## src/rtl/lkvc_pkg.sv

```systemverilog
// Shared types and constants for the LRU key-value cache.
// Used by lkvc_ctrl, lkvc_datapath and lru_key_value_cache_core; no dependencies.
package lkvc_pkg;

   localparam int ENTRIES = 16;
   localparam int IDX_W   = (ENTRIES > 1) ? $clog2(ENTRIES) : 1;
   localparam int RANK_W  = IDX_W;
   localparam int CNT_W   = $clog2(ENTRIES + 1);
   localparam int CAP_W   = 5;
   localparam int CMP_W   = (CNT_W > CAP_W) ? CNT_W : CAP_W;
   localparam int DATA_W  = 32;

   localparam logic [CAP_W-1:0]  CAP_RESET  = CAP_W'(16);
   localparam logic [DATA_W-1:0] MISS_VALUE = '1;

   localparam logic FUNC_READ  = 1'b0;
   localparam logic FUNC_WRITE = 1'b1;

   typedef struct packed {
      logic                     func;
      logic signed [DATA_W-1:0] key;
      logic signed [DATA_W-1:0] write_value;
   } req_type;

   typedef struct packed {
      logic                     found;
      logic signed [DATA_W-1:0] read_value;
      logic                     evicted;
   } rsp_type;

   typedef enum logic [0:0] {
      ST_IDLE,
      ST_EXEC
   } state_type;

   typedef struct packed {
      logic load;
      logic exec;
   } cmd_type;

endpackage

```

## src/rtl/lkvc_ctrl.sv

```systemverilog
// Control state machine of the LRU key-value cache: handshakes and sequencing.
// Depends on lkvc_pkg.
module lkvc_ctrl (
   input  logic             clock,
   input  logic             reset,
   input  logic             req_valid,
   output logic             req_stall,
   output logic             rsp_valid,
   input  logic             rsp_stall,
   output lkvc_pkg::cmd_type cmd
);
   import lkvc_pkg::*;

   state_type state_ff, state_in;
   logic      rsp_valid_ff, rsp_valid_in;

   always_ff @(posedge clock) begin
      if (reset) begin
         state_ff     <= ST_IDLE;
         rsp_valid_ff <= 1'b0;
      end else begin
         state_ff     <= state_in;
         rsp_valid_ff <= rsp_valid_in;
      end
   end

   always_comb begin
      state_in     = state_ff;
      cmd          = '0;
      req_stall    = 1'b1;
      rsp_valid_in = rsp_valid_ff && rsp_stall;
      unique case (state_ff)
         ST_IDLE: begin
            req_stall = 1'b0;
            if (req_valid) begin
               cmd.load = 1'b1;
               state_in = ST_EXEC;
            end
         end
         ST_EXEC: begin
            // The update runs only once the result register has room.
            if (!rsp_valid_ff || !rsp_stall) begin
               cmd.exec     = 1'b1;
               rsp_valid_in = 1'b1;
               state_in     = ST_IDLE;
            end
         end
         default: begin
            state_in = ST_IDLE;
         end
      endcase
   end

   assign rsp_valid = rsp_valid_ff;

   a_exec_only_in_exec: assert property (@(posedge clock) disable iff (reset)
      cmd.exec |-> state_ff == ST_EXEC)
      else $error("execute outside the execute state");

   a_no_overwrite: assert property (@(posedge clock) disable iff (reset)
      (rsp_valid_ff && rsp_stall) |-> !cmd.exec)
      else $error("result register overwritten while stalled");

   a_load_then_exec: assert property (@(posedge clock) disable iff (reset)
      cmd.load |=> state_ff == ST_EXEC)
      else $error("loaded item not held for execution");

endmodule

```

## src/rtl/lkvc_datapath.sv

```systemverilog
// Datapath of the LRU key-value cache: entry store, parallel lookup, rank update.
// Depends on lkvc_pkg.
module lkvc_datapath (
   input  logic              clock,
   input  logic              reset,
   input  lkvc_pkg::cmd_type cmd,
   input  lkvc_pkg::req_type req_data,
   input  logic              csr_write_enable,
   input  logic [lkvc_pkg::CAP_W-1:0] csr_write_data,
   output lkvc_pkg::rsp_type rsp_data
);
   import lkvc_pkg::*;

   req_type               req_ff;
   rsp_type               rsp_ff, rsp_in;
   logic [DATA_W-1:0]     key_ff [ENTRIES];
   logic [DATA_W-1:0]     value_ff [ENTRIES];
   logic [ENTRIES-1:0]    valid_ff, valid_in;
   logic [RANK_W-1:0]     rank_ff [ENTRIES];
   logic [RANK_W-1:0]     rank_in [ENTRIES];
   logic [CNT_W-1:0]      fill_ff, fill_in;
   logic [CAP_W-1:0]      cap_ff;

   logic                  hit, have_free, full;
   logic                  do_evict, do_insert, do_update;
   logic [IDX_W-1:0]      hit_idx, free_idx, victim_idx, target;
   logic [CNT_W-1:0]      old_rank, last_rank;
   logic [CMP_W-1:0]      cap_ext, cap_eff;

   always_comb begin
      cap_ext = CMP_W'(cap_ff);
      if (cap_ext == '0) begin
         cap_eff = CMP_W'(1);
      end else if (cap_ext > CMP_W'(ENTRIES)) begin
         cap_eff = CMP_W'(ENTRIES);
      end else begin
         cap_eff = cap_ext;
      end
      full      = CMP_W'(fill_ff) >= cap_eff;
      last_rank = fill_ff - CNT_W'(1);
   end

   // Parallel compare of every entry; valid keys are distinct, the lowest match wins.
   always_comb begin
      hit        = 1'b0;
      hit_idx    = '0;
      have_free  = 1'b0;
      free_idx   = '0;
      victim_idx = '0;
      for (int i = ENTRIES - 1; i >= 0; i--) begin
         if (valid_ff[i] && key_ff[i] == req_ff.key) begin
            hit     = 1'b1;
            hit_idx = IDX_W'(i);
         end
         if (!valid_ff[i]) begin
            have_free = 1'b1;
            free_idx  = IDX_W'(i);
         end
         // Valid ranks are exactly 0 .. fill-1, so the oldest holds fill-1.
         if (valid_ff[i] && CNT_W'(rank_ff[i]) == last_rank) begin
            victim_idx = IDX_W'(i);
         end
      end
   end

   always_comb begin
      do_evict  = (req_ff.func == FUNC_WRITE) && !hit && full;
      do_insert = (req_ff.func == FUNC_WRITE) && !hit && !full && have_free;
      do_update = hit || do_evict || do_insert;

      if (hit) begin
         target   = hit_idx;
         old_rank = CNT_W'(rank_ff[hit_idx]);
      end else if (do_evict) begin
         target   = victim_idx;
         old_rank = last_rank;
      end else begin
         target   = free_idx;
         old_rank = fill_ff;
      end

      valid_in = valid_ff;
      fill_in  = fill_ff;
      for (int i = 0; i < ENTRIES; i++) begin
         rank_in[i] = rank_ff[i];
         if (do_update) begin
            if (IDX_W'(i) == target) begin
               rank_in[i] = '0;
            end else if (valid_ff[i] && CNT_W'(rank_ff[i]) < old_rank) begin
               rank_in[i] = RANK_W'(rank_ff[i] + 1'b1);
            end
         end
      end
      if (do_insert) begin
         valid_in[target] = 1'b1;
         fill_in          = fill_ff + CNT_W'(1);
      end

      rsp_in.found   = hit;
      rsp_in.evicted = do_evict;
      if (req_ff.func == FUNC_WRITE) begin
         rsp_in.read_value = req_ff.write_value;
      end else if (hit) begin
         rsp_in.read_value = value_ff[hit_idx];
      end else begin
         rsp_in.read_value = MISS_VALUE;
      end
   end

   always_ff @(posedge clock) begin
      if (reset) begin
         valid_ff <= '0;
         fill_ff  <= '0;
         cap_ff   <= CAP_RESET;
         for (int i = 0; i < ENTRIES; i++) begin
            rank_ff[i] <= '0;
         end
      end else begin
         if (csr_write_enable) begin
            cap_ff <= csr_write_data;
         end
         if (cmd.exec) begin
            valid_ff <= valid_in;
            fill_ff  <= fill_in;
            for (int i = 0; i < ENTRIES; i++) begin
               rank_ff[i] <= rank_in[i];
            end
         end
      end
   end

   always_ff @(posedge clock) begin
      if (cmd.load) begin
         req_ff <= req_data;
      end
      if (cmd.exec) begin
         rsp_ff <= rsp_in;
         if (req_ff.func == FUNC_WRITE && do_update) begin
            value_ff[target] <= req_ff.write_value;
            key_ff[target]   <= req_ff.key;
         end
      end
   end

   assign rsp_data = rsp_ff;

   a_fill_matches_valid: assert property (@(posedge clock) disable iff (reset)
      $countones(valid_ff) == int'(fill_ff))
      else $error("fill count disagrees with valid entries");

   a_evict_keeps_fill: assert property (@(posedge clock) disable iff (reset)
      (cmd.exec && do_evict) |=> fill_ff == $past(fill_ff))
      else $error("eviction changed the fill count");

   a_target_most_recent: assert property (@(posedge clock) disable iff (reset)
      (cmd.exec && do_update) |=> rank_ff[$past(target)] == '0)
      else $error("touched entry not made most recent");

endmodule

```

## src/rtl/lru_key_value_cache_core.sv

```systemverilog
// Fully associative key-value cache with least-recently-used replacement.
// An item is taken in the idle state and looked up and applied in the execute
// state, where all entries are compared in parallel and all recency ranks are
// updated together; execution waits while an earlier result is stalled in the
// output register. The next item is taken while a finished result waits. The user
// must write capacity through the csr port only while idle; the block does not
// enforce it. Zero acts as one, and values above the entry count act as that count.
// Depends on lkvc_pkg, lkvc_ctrl and lkvc_datapath.
module lru_key_value_cache_core (
   input  logic                       clock,
   input  logic                       reset,
   input  logic                       req_valid,
   output logic                       req_stall,
   input  lkvc_pkg::req_type          req_data,
   output logic                       rsp_valid,
   input  logic                       rsp_stall,
   output lkvc_pkg::rsp_type          rsp_data,
   input  logic                       csr_write_enable,
   input  logic [lkvc_pkg::CAP_W-1:0] csr_write_data
);
   import lkvc_pkg::*;

   cmd_type cmd;

   lkvc_ctrl u_ctrl (
      .clock     (clock),
      .reset     (reset),
      .req_valid (req_valid),
      .req_stall (req_stall),
      .rsp_valid (rsp_valid),
      .rsp_stall (rsp_stall),
      .cmd       (cmd)
   );

   lkvc_datapath u_datapath (
      .clock            (clock),
      .reset            (reset),
      .cmd              (cmd),
      .req_data         (req_data),
      .csr_write_enable (csr_write_enable),
      .csr_write_data   (csr_write_data),
      .rsp_data         (rsp_data)
   );

endmodule
```

## config.mk

```make
export PLATFORM = sky130hd
export DESIGN_NAME = lru_key_value_cache_core
export DESIGN_NICKNAME = d
export VERILOG_FILES = /design/src/rtl/lkvc_pkg.sv /design/src/rtl/lkvc_ctrl.sv /design/src/rtl/lkvc_datapath.sv /design/src/rtl/lru_key_value_cache_core.sv
export SDC_FILE = /design/constraint.sdc
export NUM_CORES = 2
export LEC_CHECK = 0
export BUFFER_PORTS_ARGS = -buffer_cell sky130_fd_sc_hd__buf_2
export CORE_UTILIZATION = 35
export DETAILED_ROUTE_END_ITERATION = 16
export HOLD_SLACK_MARGIN = 0.06
export PLACE_DENSITY_LB_ADDON = 0.08
export SKIP_LAST_GASP = 1
export SYNTH_ARGS = -nofsm -noshare
export SYNTH_HDL_FRONTEND = slang
export SYNTH_SLANG_ARGS = --single-unit
export TNS_END_PERCENT = 10
```

## constraint.sdc

```tcl
create_clock -name clock -period 9.5 [get_ports clock]
set_clock_uncertainty 0.2 [all_clocks]
set_input_delay 0.95 -clock clock [delete_from_list [all_inputs] [get_ports clock]]
set_output_delay 0.95 -clock clock [all_outputs]
set_load 0.05 [all_outputs]
```

==> results_tabular.tex <==
\begin{tabular}{lr}
\hline
Metric & Value \\
\hline
\multicolumn{2}{l}{\textbf{Route}} \\
First-pass detailed-route iteration total & 11 \\
DRC violation count after routing & 2 \\
Total wirelength of the detailed-routed design & roughly 170 mm \\
Via-per-instance ratio & approximately 5.2 \\
Wire length per cell & 26.8 microns \\
Count of antenna-violating nets left after detailed routing & 0 \\
Highest metal layer with signal wires & met5 \\
Vias & about 32,000 \\
Metal1 wirelength & about 80 mm \\
Number of design-rule violations left by the first detailed-router iteration & roughly 2,600 \\
Sum of met2 wire segment lengths after detailed routing & approximately 74 mm \\
Met3 Wirelength & 8.39 mm \\
\multicolumn{2}{l}{\textbf{Critical path}} \\
Crit-path max FO & 36 \\
Startpoint kind of the worst setup timing path & flip-flop \\
Type of destination of the critical path & flip-flop \\
Register-to-register setup slack & 2220 ps \\
Type of the worst setup path & reg2reg \\
WP data required & slightly below 10,000 ps \\
Endpoint arrival time on the critical path & around 7500 ps \\
\multicolumn{2}{l}{\textbf{Logic synthesis}} \\
Yosys cell types & 81 \\
Sequential fraction of the synthesis area & 0.658 \\
Main flop type after synthesis & edfxtp\_1 \\
Post-synthesis area per instance & $\sim$14 sq um \\
EDFF count, synth & approximately 1,200 \\
Number of warnings printed during yosys synthesis & 0 \\
Synthesized cell area & roughly 55,000 sq um \\
Total of flip-flops plus latches after synthesis & around 1,200 \\
Area fraction in compound gates after synthesis & 0.0501 \\
Largest family of logic cells by synthesized area & XOR/XNOR gates \\
Share of synthesized flip-flops with an asynchronous set or reset & 0 \\
Net count after synthesis & roughly 4,000 \\
Post-Synth XOR/XNOR Area & 0.101 \\
Synthesized-area fraction occupied by adder cells & 0.0161 \\
Mux contribution to synthesized area & 0.0652 \\
Simple-gate share of the synthesized area & 0.0883 \\
Cell count after synthesis & around 3,800 \\
\multicolumn{2}{l}{\textbf{CTS}} \\
Clock latency of the later-clocked register in the worst-skew pair & slightly below 800 ps \\
Total number of H-tree levels & 4 \\
Buffer cell driving the clock tree root & clkbuf\_16 \\
Number of buffers inserted for hold repair after clock tree synthesis & 0 \\
Count of instances resized after the clock tree is built & 0 \\
Post CTS Setup Buffer Count & 0 \\
Bufs on Longest Clock Path & 3 \\
Cts bufs inserted & between 100 and 150 \\
TritonCTS clock tree & yes \\
Clock-pin slew on the worst setup and hold paths & 50 ps \\
TritonCTS Sinks & 1,215 \\
\multicolumn{2}{l}{\textbf{Global routing}} \\
Global-route wire length before repair & around 240 mm \\
Grt total ovfl & 0 \\
Pin count of the biggest net entering global routing & about 140 \\
Initial antenna violation count & 9 \\
Number of global-route vias before repair & $\sim$32,000 \\
Total global routing track utilization & 0.209 \\
\multicolumn{2}{l}{\textbf{Timing}} \\
Pins over their slew limit & 0 \\
Relative slew slack & 0.165 \\
Maximum frequency from static timing analysis & between 0.1 and 0.15 GHz \\
Setup Total Neg Slack & 0 ps \\
Unrepaired setup endpoints after global routing & false \\
Total of endpoints with negative setup slack in the final report & 0 \\
Hold slack final & 150 ps \\
Final Hold Vio Count & 0 \\
Minimum clock period after layout & 7280 ps \\
Actual transition at the worst max-transition pin & $\sim$1300 ps \\
Slack of the critical path & 2220 ps \\
Final worst path period share & 0.766 \\
\multicolumn{2}{l}{\textbf{Status}} \\
Failing checks & DRC \\
Outcome & finished with violations \\
\multicolumn{2}{l}{\textbf{Floorplan}} \\
Starting density of the core & 0.352 \\
DIE HEIGHT & $\sim$400 microns \\
Core Footprint & about 160,000 sq um \\
Horiz. Die Dim & roughly 400 microns \\
Number of primary I/O pins & 111 \\
Die area & between 150,000 and 200,000 sq um \\
Placement row count & 145 \\
\multicolumn{2}{l}{\textbf{Place}} \\
Post-placement worst setup slack & about 2200 ps \\
HPWL after detailed placement & around 100 mm \\
Count of input and output buffers & 110 \\
Final GP Congestion & 0.850 \\
\multicolumn{2}{l}{\textbf{Final layout}} \\
Number of nets in the finished design & $\sim$4,200 \\
Utilization after layout & 0.403 \\
Filler cells & $\sim$14,000 \\
Final antenna diode count & 0 \\
Fraction of final layout cells with drive strength greater than 1 & 0.139 \\
Post-synthesis to final-layout area growth & 14.4\% \\
\multicolumn{2}{l}{\textbf{Worst hold path}} \\
Hold Path Class & in2reg \\
\multicolumn{2}{l}{\textbf{Flow run}} \\
Max-cap violations & 0 \\
\multicolumn{2}{l}{\textbf{Pwr}} \\
Post-route total power & around 12 mW \\
Static Leak & just over 20 nW \\
Power per unit of standard cell area & between 150 and 200 nW/um\^{}2 \\
Peak supply drop & approximately 0.20 mV \\
\hline
\end{tabular}
-- kinds of logic (layout without fill, tap and decap cells) --
group / Yosys count / count (layout)
muxes: 347 / 347
xor gates and xnor gates: 613 / 613
buffers and inverters: 225 / 537
DFF: 1215 / 1215
and+or+nand+nor: 916 / 916
AOI/OAI and AO/OA: 437 / 437
adders and majority gates: 71 / 71
-- sequential cells by signal, summed over array words and instances, names as in the netlist --
register / cells
u_datapath.value_ff: 512
u_datapath.valid_ff: 16
u_datapath.cap_ext: 5
u_ctrl.state_ff: 1
u_datapath.fill_ff: 5
u_ctrl.rsp_valid: 1
u_datapath.rank_ff: 64
u_datapath.key_ff: 512
u_datapath.rsp_data: 34
u_datapath.req_ff: 65
-- per-layer routing --
metal  vias to the layer above  track usage
met2                       888        0.317
met1                     16489        0.304
met3                       232       0.0341
li1                      14877            -
met5                         -            0
met4                         2       0.0645
-- cells in the final DEF (no fill, tap or decap), drive strengths merged, types with 13 or more instances in the layout --
cell       n
a211oi    19
a21o      60
a21oi    124
a31oi     14
and2      21
and3      15
buf      232
clkbuf   173
clkinv    65
dfxtp     28
edfxtp  1187
ha        71
inv       57
mux2      91
mux2i    256
nand2    191
nand2b    47
nand3     69
nand4    129
nand4b    21
nor2     175
nor2b     19
nor3      43
nor4     128
nor4b     13
o21a      18
o21ai    102
o22ai     36
xnor2    297
xor2     304
-- through the flow --
step / instance area (sq um) / std cells
2_1_floorplan: 55100 / 3824
3_3_place_gp: 58500 / 5943
3_5_place_dp: 58500 / 5943
4_1_cts: 63000 / 6194
5_1_grt: 63000 / 6194
6_report: 63000 / 6194
-- power by group --
part	internal (mW)	switching (mW)
Clock	3.08	2.23
Combinational	0.254	0.497
Sequential	5.97	0.114
-- final timing paths --
path / from / to / depth (start not counted)
max: u_datapath.req_ff[56] / u_datapath.rank_ff[2][0] / 18
min: req_data[59] / u_datapath.req_ff[59] / 1
max reg2reg: u_datapath.req_ff[56] / u_datapath.rank_ff[2][0] / 18
min reg2reg: u_datapath.cap_ext[0] / u_datapath.cap_ext[0] / 2
-- critical path: stages (launching register included) --
cell and delay (ps):
edfxtp_1 690, buf_4 360, buf_4 250, xor2_1 100, nor4_1 260, nand4_1 160, nor4_2 650, and4b_1 300
a221oi_4 440, or2_4 700, mux2_2 400, o21ai_0 150, o21a_1 800, ha_1 390, o21a_1 190, o21a_1 160
o21ai_0 130, a21oi_1 50, o21ai_0 490
-- layout make-up --
class,count,area (sq um),area share
clock inverters,78,672,0.0107
clock buffers,173,3820,0.0607
repair buffers,232,1680,0.0267
inverters,54,203,0.00322
well taps,2058,2570,0.0409
multi-input cells,2384,17800,0.283
flip-flops and latches,1215,36200,0.575
-- cell usage after synthesis (all sizes together), types with 8 or more instances --
cell type,number,share of area
edfxtp,1187,0.65
xor2,304,0.048
xnor2,297,0.047
mux2i,256,0.047
nand2,191,0.013
nor2,175,0.012
nand4,129,0.015
nor4,128,0.015
buf,127,0.015
a21oi,124,0.011
o21ai,102,0.0093
mux2,91,0.019
ha,71,0.016
nand3,69,0.0063
a21o,60,0.0082
inv,54,0.0037
nand2b,47,0.0053
clkbuf,44,0.0030
nor3,43,0.0040
o22ai,36,0.0042
dfxtp,28,0.010
and2,21,0.0024
nand4b,21,0.0033
a211oi,19,0.0027
nor2b,19,0.0022
o21a,18,0.0025
and3,15,0.0017
a31oi,14,0.0016
nor4b,13,0.0022
xnor3,12,0.0049
or4,11,0.0015
or2,8,0.00091
No activity file was read; power rests on OpenSTA's default activity.
